--- src/sv/wfm_pkg.sv ---
`timescale 1ns / 1ps
// ----------------------------------------------------------------------------
// wfm_pkg: shared constants, tables and types of the windowed FFT magnitude
// Holds the frame geometry, the Hamming window and twiddle ROMs (built at
// elaboration), the state types and the controller/datapath interface structs.
// ----------------------------------------------------------------------------
package wfm_pkg;

  // Frame geometry.
  localparam int FFT_SIZE  = 256;
  localparam int ADDR_W    = $clog2(FFT_SIZE);
  localparam int HALF      = (FFT_SIZE / 2 + 1) / 2;
  localparam int NRES      = FFT_SIZE / 4;
  localparam int NBINS     = NRES - 1;
  localparam int FIRST_BIN = HALF + 1;
  localparam int J_W       = $clog2(NRES);
  localparam int WIN_DIV   = FFT_SIZE - 1;

  // Data widths.
  localparam int SAMPLE_W = 32;
  localparam int WIN_W    = 18;
  localparam int TW_W     = 32;
  localparam int ACC_W    = SAMPLE_W + ADDR_W + 1;
  localparam int ABS_W    = ACC_W - 1;
  localparam int ROOT_W   = ABS_W + 1;
  localparam int RAD_W    = 2 * ROOT_W;
  localparam int REM_W    = ROOT_W + 3;
  localparam int MAG_W    = 40;
  localparam int SAT_W    = (ROOT_W > MAG_W) ? ROOT_W : MAG_W;
  localparam int MCNT_W   = $clog2(ROOT_W + 1);

  // Fixed-point constants of the trig generator and window.
  localparam longint Q30_ONE  = 64'sd1073741824;
  localparam longint PI4_Q30  = 64'sd843314857;
  localparam longint C054_Q30 = 64'sd579820585;
  localparam longint C046_Q30 = 64'sd493921239;

  typedef logic signed [TW_W-1:0] tw_tab_t [FFT_SIZE];
  typedef logic [WIN_W-1:0] win_tab_t [FFT_SIZE];

  typedef struct packed {
    logic signed [63:0] s;
    logic signed [63:0] c;
  } sc_t;

  // Round to nearest, ties away from zero, by an arithmetic right shift.
  function automatic longint round_shift(input longint v, input int sh);
    longint half;
    half = longint'(1) <<< (sh - 1);
    return (v + half - ((v < 0) ? longint'(1) : longint'(0))) >>> sh;
  endfunction

  // Sine and cosine in Q30 of a phase given as a 32-bit fraction of a turn.
  function automatic sc_t sin_cos(input longint th);
    longint oct, r, x, x2, ts, tc, ss, cc, sa, ca;
    sc_t res;
    oct = (th >>> 29) & 7;
    r = th & 64'h1FFFFFFF;
    if (oct[0]) r = 64'sh20000000 - r;
    x  = (r * PI4_Q30) >>> 29;
    x2 = (x * x) >>> 30;
    ts = Q30_ONE - ((x2 * Q30_ONE) >>> 30) / 156;
    ts = Q30_ONE - ((x2 * ts) >>> 30) / 110;
    ts = Q30_ONE - ((x2 * ts) >>> 30) / 72;
    ts = Q30_ONE - ((x2 * ts) >>> 30) / 42;
    ts = Q30_ONE - ((x2 * ts) >>> 30) / 20;
    ts = Q30_ONE - ((x2 * ts) >>> 30) / 6;
    ss = (x * ts) >>> 30;
    tc = Q30_ONE - ((x2 * Q30_ONE) >>> 30) / 132;
    tc = Q30_ONE - ((x2 * tc) >>> 30) / 90;
    tc = Q30_ONE - ((x2 * tc) >>> 30) / 56;
    tc = Q30_ONE - ((x2 * tc) >>> 30) / 30;
    tc = Q30_ONE - ((x2 * tc) >>> 30) / 12;
    cc = Q30_ONE - ((x2 * tc) >>> 30) / 2;
    if (oct[0]) begin
      sa = cc;
      ca = ss;
    end else begin
      sa = ss;
      ca = cc;
    end
    case (oct >>> 1)
      0: begin res.s = sa;  res.c = ca;  end
      1: begin res.s = ca;  res.c = -sa; end
      2: begin res.s = -sa; res.c = -ca; end
      default: begin res.s = -ca; res.c = sa; end
    endcase
    return res;
  endfunction

  function automatic tw_tab_t gen_tw_cos();
    tw_tab_t t;
    sc_t sc;
    for (int i = 0; i < FFT_SIZE; i++) begin
      sc = sin_cos(((longint'(i) <<< 32) / FFT_SIZE) & 64'hFFFFFFFF);
      t[i] = sc.c[TW_W-1:0];
    end
    return t;
  endfunction

  function automatic tw_tab_t gen_tw_sin();
    tw_tab_t t;
    sc_t sc;
    for (int i = 0; i < FFT_SIZE; i++) begin
      sc = sin_cos(((longint'(i) <<< 32) / FFT_SIZE) & 64'hFFFFFFFF);
      t[i] = sc.s[TW_W-1:0];
    end
    return t;
  endfunction

  function automatic win_tab_t gen_window();
    win_tab_t t;
    sc_t sc;
    longint h30, w;
    for (int i = 0; i < FFT_SIZE; i++) begin
      sc = sin_cos(((longint'(i) <<< 32) / WIN_DIV) & 64'hFFFFFFFF);
      h30 = C054_Q30 - round_shift(C046_Q30 * sc.c, 30);
      w = round_shift(h30, 13);
      t[i] = w[WIN_W-1:0];
    end
    return t;
  endfunction

  localparam tw_tab_t  TW_COS  = gen_tw_cos();
  localparam tw_tab_t  TW_SIN  = gen_tw_sin();
  localparam win_tab_t WIN_ROM = gen_window();

  localparam logic [SAT_W-1:0] MAG_MAX = SAT_W'({MAG_W{1'b1}});

  // Controller states.
  typedef enum logic [2:0] {
    S_LOAD, S_START, S_MAC, S_DRAIN, S_MAG, S_WAIT, S_EMIT, S_EMIT_LAST
  } wfm_state_t;

  // Magnitude unit phases.
  typedef enum logic [1:0] {
    MAG_IDLE, MAG_SQUARE, MAG_ROOT
  } mag_phase_t;

  // Commands from the controller to the datapath.
  typedef struct packed {
    logic              load;
    logic [ADDR_W-1:0] addr;
    logic              acc_clear;
    logic              issue;
    logic [ADDR_W-1:0] bin;
    logic              mag_start;
    logic              out_mag;
    logic              out_zero;
  } wfm_cmd_t;

  // Status from the datapath to the controller.
  typedef struct packed {
    logic pipe_empty;
    logic mag_done;
  } wfm_stat_t;

endpackage

--- src/sv/wfm_ctrl.sv ---
`timescale 1ns / 1ps
// ----------------------------------------------------------------------------
// wfm_ctrl: frame sequencer
// Loads the frame, then for each bin runs the MAC sweep, the magnitude unit
// and the output transfer, and closes the frame with a zero result.
// ----------------------------------------------------------------------------
module wfm_ctrl (
  input  logic                clk,
  input  logic                rst,
  input  logic                s_tvalid,
  output logic                s_tready,
  output logic                m_tvalid,
  input  logic                m_tready,
  output logic                m_tlast,
  output wfm_pkg::wfm_cmd_t   cmd,
  input  wfm_pkg::wfm_stat_t  stat
);
  import wfm_pkg::*;

  wfm_state_t        state, state_next;
  logic [ADDR_W-1:0] idx, idx_next;
  logic [J_W-1:0]    jbin, jbin_next;

  // State and counters.
  always_ff @(posedge clk) begin
    if (rst) begin
      state <= S_LOAD;
      idx   <= '0;
      jbin  <= '0;
    end else begin
      state <= state_next;
      idx   <= idx_next;
      jbin  <= jbin_next;
    end
  end

  // Next state and commands.
  always_comb begin
    state_next    = state;
    idx_next      = idx;
    jbin_next     = jbin;
    s_tready      = 1'b0;
    m_tvalid      = 1'b0;
    m_tlast       = 1'b0;
    cmd           = '0;
    cmd.addr      = idx;
    cmd.bin       = ADDR_W'(FIRST_BIN) + ADDR_W'(jbin);
    case (state)
      S_LOAD: begin
        s_tready = 1'b1;
        cmd.load = s_tvalid;
        if (s_tvalid) begin
          idx_next = idx + 1'b1;
          if (idx == ADDR_W'(FFT_SIZE - 1)) state_next = S_START;
        end
      end
      S_START: begin
        cmd.acc_clear = 1'b1;
        idx_next      = '0;
        state_next    = S_MAC;
      end
      S_MAC: begin
        cmd.issue = 1'b1;
        idx_next  = idx + 1'b1;
        if (idx == ADDR_W'(FFT_SIZE - 1)) state_next = S_DRAIN;
      end
      S_DRAIN: begin
        if (stat.pipe_empty) state_next = S_MAG;
      end
      S_MAG: begin
        cmd.mag_start = 1'b1;
        state_next    = S_WAIT;
      end
      S_WAIT: begin
        if (stat.mag_done) begin
          cmd.out_mag = 1'b1;
          state_next  = S_EMIT;
        end
      end
      S_EMIT: begin
        m_tvalid = 1'b1;
        if (m_tready) begin
          if (jbin == J_W'(NBINS - 1)) begin
            cmd.out_zero = 1'b1;
            jbin_next    = '0;
            state_next   = S_EMIT_LAST;
          end else begin
            jbin_next  = jbin + 1'b1;
            state_next = S_START;
          end
        end
      end
      S_EMIT_LAST: begin
        m_tvalid = 1'b1;
        m_tlast  = 1'b1;
        if (m_tready) state_next = S_LOAD;
      end
      default: state_next = S_LOAD;
    endcase
  end

`ifndef NO_ASSERTIONS
  a_mag_after_drain: assert property (@(posedge clk) disable iff (rst)
    cmd.mag_start |-> stat.pipe_empty)
    else $error("magnitude started with products still in flight");

  a_last_follows_bin: assert property (@(posedge clk) disable iff (rst)
    (state == S_EMIT_LAST && $past(state) != S_EMIT_LAST) |-> $past(state) == S_EMIT)
    else $error("final zero result not preceded by a bin result");

  a_no_load_in_sweep: assert property (@(posedge clk) disable iff (rst)
    cmd.issue |-> !cmd.load && !s_tready)
    else $error("sample load during MAC sweep");

  a_load_done_starts: assert property (@(posedge clk) disable iff (rst)
    (s_tvalid && s_tready && idx == ADDR_W'(FFT_SIZE - 1)) |=> state == S_START)
    else $error("full frame did not start the transform");
`endif

endmodule

--- config.mk ---
export PLATFORM = sky130hd
export DESIGN_NAME = wfm_ctrl
export DESIGN_NICKNAME = d
export VERILOG_FILES = /design/src/sv/wfm_pkg.sv /design/src/sv/wfm_ctrl.sv
export SDC_FILE = /design/constraint.sdc
export NUM_CORES = 1
export LEC_CHECK = 0
export ABC_AREA = 1
export BUFFER_PORTS_ARGS = -buffer_cell sky130_fd_sc_hd__buf_4
export CORE_MARGIN = 2
export CORE_UTILIZATION = 50
export CTS_CLUSTER_DIAMETER = 120
export DETAILED_ROUTE_END_ITERATION = 6
export PLACE_DENSITY = 0.88
export SYNTH_ARGS = -nofsm -noshare
export SYNTH_HDL_FRONTEND = slang
export SYNTH_SLANG_ARGS = --single-unit
--- constraint.sdc ---
create_clock -name clk -period 1.8 [get_ports clk]
set_clock_uncertainty 0.15 [all_clocks]
set_input_delay 0.36 -clock clk [delete_from_list [all_inputs] [get_ports clk]]
set_output_delay 0.36 -clock clk [all_outputs]
set_load 0.03 [all_outputs]
* Word-level counts from Yosys, hierarchy flattened
Index checks and enable logic that the tools add are counted.
** Storage, ports and cells
- Register bits after elaboration :: 17
- Input bits :: 6
- Output and inout port bits :: 25
** Cells by class
- Add/subtract/negate cells :: 3
- Equal/unequal tests :: 16
- Mux-type cells :: 24
- Reductions and logical operators :: 6
** Operators by type and width (count)
- 3-bit two-way mux :: 8
- 3-bit one-hot mux with 8 select lines :: 1
- 8-bit one-hot mux with 3 select lines :: 1
- 2-bit inequality test, second input constant :: 7
- 3-bit == test, second input constant :: 4
- 1-bit two-way mux :: 12
- 7-bit by 6-bit adder with 8-bit output, first input constant :: 1
- 8-bit by 1-bit adder with 8-bit output, second input constant :: 1
- 8-bit == test, second input constant :: 1
- 8-bit two-way mux :: 1
- 7-bit AND reduction :: 1
- 6-bit by 1-bit adder with 6-bit output, second input constant :: 1
- 3-bit by 2-bit == test with 1-bit output, second input constant :: 2
- 6-bit == test, second input constant :: 1
- 6-bit two-way mux :: 1
- 2-bit AND reduction :: 2
- 3-bit by 1-bit == test with 1-bit output, second input constant :: 1
- 3-bit zero test :: 1
- 3-bit nonzero test :: 1
- 2-bit OR reduction :: 1

* Logic depth before layout (Yosys ltp)
Gate-level depths: netlist of run 1.
- Depth after elaboration :: 4
- Mapped depth :: 9

* Worst setup path after synthesis of run 1
Ideal clock, no wire load.
- Kind :: register to output
- From :: register jbin[0]
- To :: output cmd[0] (netlist name)
- Arrival time :: 1.519 ns
- Required time :: 1.290 ns
- Setup slack :: -0.229 ns
- Cell stages (with the launch flop) :: 5
- Cell sequence :: dfxtp_1 -> inv_1 -> ha_1 -> nand2_1 -> nor3_1
** RTL lines
- start: declaration :: line wfm_ctrl.sv:22 : logic [J_W-1:0] jbin, jbin_next;
- start signal: assignment :: line wfm_ctrl.sv:33 : jbin <= jbin_next;
- end: declaration :: line wfm_ctrl.sv:15 : output wfm_pkg::wfm_cmd_t cmd,

==> impl_metrics.toml, run 1 <==
[sta]
final.min_clock_period_ns = 1.897
fin_crit_sh = 1.054
tightestPinTransition_ns = 0.2994
timing.hold.ws_ns = 0.1405
rsz0062_at_grt = "yes"
final_max_slew_viol_count = 0
setup_ws_ns = -0.09683
relSlewSlack = 0.7983
finalSetupViolCount = 3
max_freq_ghz = 0.5272
hold_viol = 0

[setup_path]
r2r_end = "jbin[5]$_SDFFE_PP0P_"
cp-end-kind = "output port"
rrSetupSlack_ns = 0.12
critPathLaunchType = "register"
r2r_cells = 9
r2r-start = "jbin[5]$_SDFFE_PP0P_"
criticalPathCategory = "reg -> out"
required_ns = 1.29
cp.arrival_ns = 1.39
path_max_fanout = 5

[detailed_routing]
drt_iter0_markers = 29
route.met2.wl_microns = 1775
ant_nets = 0
wl_met3_microns = 116
viasPerCell = 5.144
drc = 0
routedWlPerCell_microns = 13.30
wl_met1_microns = 1123
top_layer = "met4"
dr.pass1.iters = 4
vias = 1178
wl_microns = 3046

[place]
place_ws_ns = 0.1501
place_hpwl_microns = 1854
portBuffers = 30
place_congestion = 0.7958
place_area_sq_um = 1319

[yosys]
yosysSeqAreaShare = 0.3196
yosysUniqueCellTypes = 28
yosysWarnings = 0
synth.ff_latch_count = 17
synth_ff_type = "dfxtp_1"
synth_edf_count = 0
synth.avg_cell_area_sq_um = 6.782
synthesis.nets = 166
async_reset_ff_frac = 0
synth_area_sq_um = 1065
syn_inst = 157

[cts]
hold_buffers = 0
cts_sinks = 17
clk_latency_ns = 0.29
cts-root-buf = "clkbuf_4"
cts.clk_slew.worst_paths_ns = 0.11
cts_buffers = 3
clockBufferDepth = 2
htree_levels = 1
cts_tree = "built"

[floorplanning]
dieHeight_microns = 50.15
rows = 16
start_util = 0.5372
core_area_sq_um = 1982
io_pins = 31
die_area_sq_um = 2515
die_w_microns = 50.15

[power]
clkPwrFrac = 0.315
swShare = 0.2615
share_comb_of_total_power = 0.111
p_per_area_nw_per_um2 = 418.8
power_w = 0.0006561
irDropWorstVdd_uv = 576.4
pwr-share-seq = 0.574
power.leakage_nw = 0.7302
internal-power_w = 0.0004845
p_switching_w = 0.0001716

[global_route]
track_usage = 0.2404
antenna_found_initial = 0
first_global_vias = 1131
gr-total-overflow = 0
grt_max_degree = 12
grt_pass1_wl_microns = 4726

[hold_path]
hold_depth = 2
hp-start = "rst"
holdPathEnd = "jbin[5]$_SDFFE_PP0P_"
hold_path_class = "in -> reg"

[final_layout]
antenna_cells = 0
fill_cells = 145
drive_gt1_frac = 0.4158
final_area_sq_um = 1567
nets = 212
area_delta_synth_final_pct = 47.12

[flow_run]
maxCapViolations = 0

[outcome]
status = "finished, violations left"
violations = "setup timing"
-- worst max path at each step --
stage,startpoint,to,slack [ns],cells after the start
6_report,jbin[0]$_SDFFE_PP0P_,cmd[0],-0.1,5
5_1_grt,jbin[0]$_SDFFE_PP0P_,cmd[0],-0.14,5
4_1_cts,jbin[2]$_SDFFE_PP0P_,cmd[8],-0.03,5
3_5_place_dp,jbin[1]$_SDFFE_PP0P_,cmd[7],0.15,4
3_3_place_gp,jbin[1]$_SDFFE_PP0P_,cmd[7],0.17,4
2_1_floorplan,jbin[0]$_SDFFE_PP0P_,cmd[0],0.02,4
-- per-layer routing --
| metal | track usage | vias up |
|---|---|---|
| met5 | 0 | - |
| met4 | 0.05093 | 0 |
| met3 | 0.02976 | 4 |
| met2 | 0.4825 | 31 |
| met1 | 0.2618 | 550 |
| li1 | - | 593 |
-- power by group through the flow --
| stage | combinational [W] | clock [W] | sequential [W] |
|---|---|---|---|
| 2_1_floorplan | 0.0000354 | 0 | 0.000406 |
| 3_3_place_gp | 0.0000690 | 0 | 0.000396 |
| 3_5_place_dp | 0.0000713 | 0 | 0.000396 |
| 4_1_cts | 0.0000716 | 0.000205 | 0.000378 |
| 5_1_grt | 0.0000786 | 0.000232 | 0.000378 |
| 6_report | 0.0000726 | 0.000207 | 0.000377 |
-- repair_timing --
item | 4_1_cts | 5_1_grt
buffers inserted | 13 | 1
resized for setup | 21 | 18
pin swaps | 3 | 4
setup endpoints to repair | 6 | 11
-- synth_stat cells (all sizes together), types with 3 or more instances --
| library cell | n | area share |
|---|---|---|
| a21oi | 12 | 0.067 |
| dfxtp | 17 | 0.32 |
| ha | 3 | 0.035 |
| inv | 23 | 0.083 |
| nand2 | 37 | 0.14 |
| nand3 | 16 | 0.096 |
| nand4 | 3 | 0.018 |
| nor2 | 26 | 0.12 |
| nor3 | 3 | 0.014 |
| o21ai | 4 | 0.019 |
| o21bai | 3 | 0.021 |
| xor2 | 3 | 0.025 |
-- kinds of logic (layout without fill, tap and decap cells) --
| kind of cell | count (synthesis) | count (layout) | synth area share |
|---|---|---|---|
| AOI/OAI and AO/OA | 21 | 21 | 0.1199 |
| DFF | 17 | 17 | 0.3196 |
| and+or+nand+nor | 86 | 86 | 0.3913 |
| adders and majority gates | 3 | 3 | 0.03526 |
| buffers and inverters | 26 | 71 | 0.1011 |
| xor gates and xnor gates | 4 | 4 | 0.03291 |
-- area by class of cell --
type / instances / area (sq um) / area share
multi-input combinational: 114 / 691.9 / 0.4417
sequential: 17 / 367.9 / 0.2348
timing repair buffer: 43 / 341.6 / 0.2181
inverter: 24 / 105.1 / 0.06709
tap: 27 / 33.78 / 0.02157
clock buffer: 4 / 26.28 / 0.01677
-- through the flow --
| step | instances | setup TNS [ns] | utilization |
|---|---|---|---|
| after floorplan | 157 | 0 | - |
| after global placement | 212 | 0 | 0.6654 |
| after detailed placement | 212 | 0 | 0.6654 |
| after CTS | 229 | -0.06560 | 0.7563 |
| after global routing | 229 | -0.4446 | 0.7904 |
| final | 229 | -0.2077 | 0.7904 |
-- registers in the layout, indices dropped and copies added (netlist names) --
signal	flops
jbin	6
state	3
idx	8
-- cells in the final DEF (no fill, tap or decap), types with 4 or more instances in the layout --
cell type / synthesis / routed
buf_4: 0 / 38
nand3_2: 2 / 4
a21oi_1: 9 / 9
dfxtp_4: 0 / 7
o21ai_0: 4 / 4
dfxtp_1: 17 / 9
nand2_1: 34 / 32
nand3_1: 13 / 11
buf_6: 0 / 5
inv_1: 20 / 18
nor2_1: 22 / 21
-- critical path, cell delays in order (launching register included) --
cell and delay, ns:
dfxtp_4 0.38, inv_2 0.10, ha_4 0.16, nand2_4 0.06
nor3_2 0.19, buf_4 0.20
Note: power is estimated with default switching activity, not from simulation.
==> inputs of run 2 (changes only) <==
==> constraint.sdc (replaced) <==
create_clock -name clk -period 1.8 [get_ports clk]
set_clock_uncertainty 0.15 [all_clocks]
set_input_delay 0.27 -clock clk [delete_from_list [all_inputs] [get_ports clk]]
set_output_delay 0.27 -clock clk [all_outputs]
set_load 0.03 [all_outputs]
==> impl_metrics.toml, run 2 (synthesis gave the netlist of run 1 again) <==
[detailed_routing]
viasPerCell = 5.009
drt_iter0_markers = 7
ant_nets = 0
dr.pass1.iters = 4
drc = 0
routedWlPerCell_microns = 10.76
wl_microns = 2368
vias = 1102

[sta]
finalSetupViolCount = 0
hold_viol = 0
final_max_slew_viol_count = 0
fin_crit_sh = 0.9915
setup_ws_ns = 0.01529
tightestPinTransition_ns = 0.2289
max_freq_ghz = 0.5603
rsz0062_at_grt = "yes"
final.min_clock_period_ns = 1.785
relSlewSlack = 0.8463

[cts]
cts-root-buf = "clkbuf_4"
htree_levels = 1
cts_sinks = 17
cts_tree = "built"
clockBufferDepth = 2
cts.clk_slew.worst_paths_ns = 0.11
cts_buffers = 3
hold_buffers = 0
clk_latency_ns = 0.30

[final_layout]
top_register = "idx"
mostFrequentLayoutCells = "nand2_1 (34), buf_4 (32), nor2_1 (21)"
biggestRegsByFlops = "idx (8), jbin (6), state (3)"
nets = 203
largest_reg_flops = 8
final_common_cell = "nand2_1"
final_cells = 220
final_area_sq_um = 1449
antenna_cells = 0
drive_gt1_frac = 0.3679
area_delta_synth_final_pct = 36.08
fill_cells = 155
post-route-util = 0.7311

[hold_path]
hold_path_class = "in -> reg"
hp-start = "rst"
hold_depth = 2
holdPathEnd = "jbin[3]$_SDFFE_PP0P_"

[place]
place_congestion = 0.7954
portBuffers = 30
place_hpwl_microns = 1799
dpl.cell_count = 212
place_area_sq_um = 1319
place_ws_ns = 0.2249

[power]
irDropWorstVdd_uv = 530.9
p_per_area_nw_per_um2 = 455.4
power_w = 0.0006599
power.leakage_nw = 0.6743

[floorplanning]
start_util = 0.5372
core_area_sq_um = 1982
rows = 16
die_area_sq_um = 2515
dieHeight_microns = 50.15
die_w_microns = 50.15
io_pins = 31

[setup_path]
path_max_fanout = 5
r2r_cells = 8
cp.arrival_ns = 1.36
crit_chain = "ha_4, and3_4, xor2_2, buf_6"
required_ns = 1.38
cp-end-kind = "output port"
rrSetupSlack_ns = 0.28
r2r_end = "state[1]$_SDFFE_PP0P_"
r2r-start = "idx[0]$_SDFFE_PP0P_"
slowest_stage = "dfxtp_4"
critPathLaunchType = "register"
cpPeakStageDelay_ns = 0.40
criticalPathCategory = "reg -> out"

[global_route]
grt_pass1_wl_microns = 3974
track_usage = 0.2091
antenna_found_initial = 0
gr-total-overflow = 0
first_global_vias = 997
grt_max_degree = 12

[flow_run]
maxCapViolations = 0

[outcome]
status = "finished clean"
[run 2: changes by cell type in the layout (fill, tap and decap cells not counted), moves of 2 or more]
cell     before  now
buf_6         5    2
buf_4        38   32
nand3_2       4    2
nand2_1      32   34
nand3_1      11   13
[run 2: power breakdown]
part           switching (W)  internal, W
logic              0.0000425    0.0000277
registers         0.00000611     0.000372
clock network       0.000129    0.0000828
[run 2: critical path, delay by kind of cell, from the launching register on]
family / cells / cell delay, ns
xor+xnor: 1 / 0.17
fa+ha+maj: 1 / 0.15
buf+inv: 1 / 0.15
flops: 1 / 0.40
simple gates: 1 / 0.19
[run 2: timing repair]
item | 4_1_cts | 5_1_grt
pin swaps | 0 | 4
gates resized for setup | 12 | 13
setup endpoints to repair | 4 | 6
buffers inserted | 1 | 3
[run 2: how the worst max path moves through the flow]
stage | cells after the start | to | from | slack (ns)
finish | 4 | cmd[7] | jbin[0]$_SDFFE_PP0P_ | 0.02
global placement | 4 | cmd[7] | jbin[1]$_SDFFE_PP0P_ | 0.26
detailed placement | 4 | cmd[7] | jbin[1]$_SDFFE_PP0P_ | 0.22
floorplan | 5 | jbin[4]$_SDFFE_PP0P_ | jbin[1]$_SDFFE_PP0P_ | 0.06
CTS | 5 | cmd[8] | jbin[4]$_SDFFE_PP0P_ | 0.001
global route | 5 | cmd[8] | jbin[1]$_SDFFE_PP0P_ | -0.06
[run 2: per-stage QoR]
step	hold slack, ns	setup TNS [ns]
5_1_grt	0.02801	-0.1535
2_1_floorplan	0.3418	0
3_5_place_dp	0.3481	0
3_3_place_gp	0.3293	0
6_report	0.04061	0
4_1_cts	0.02441	0
[run 2: area by class of cell]
cell class / count / area (sq um) / share of cell area
Tap cell: 27 / 33.78 / 0.02332
Clock buffer: 3 / 22.52 / 0.01554
Clock inverter: 1 / 5.005 / 0.003454
Multi-Input combinational cell: 114 / 661.9 / 0.4568
Sequential cell: 17 / 365.4 / 0.2522
Inverter: 24 / 97.59 / 0.06736
Timing Repair Buffer: 34 / 262.8 / 0.1813
[run 2: routing by layer]
layer / up-vias / track usage / routed length (microns) / part of all wire
met3: 4 / 0.05655 / 99 / 0.042
li1: 568 / - / - / -
met5: - / 0 / 0 / 0
met4: 0 / 0.08796 / 20 / 0.0084
met1: 502 / 0.2026 / 973 / 0.41
met2: 28 / 0.4057 / 1274 / 0.54
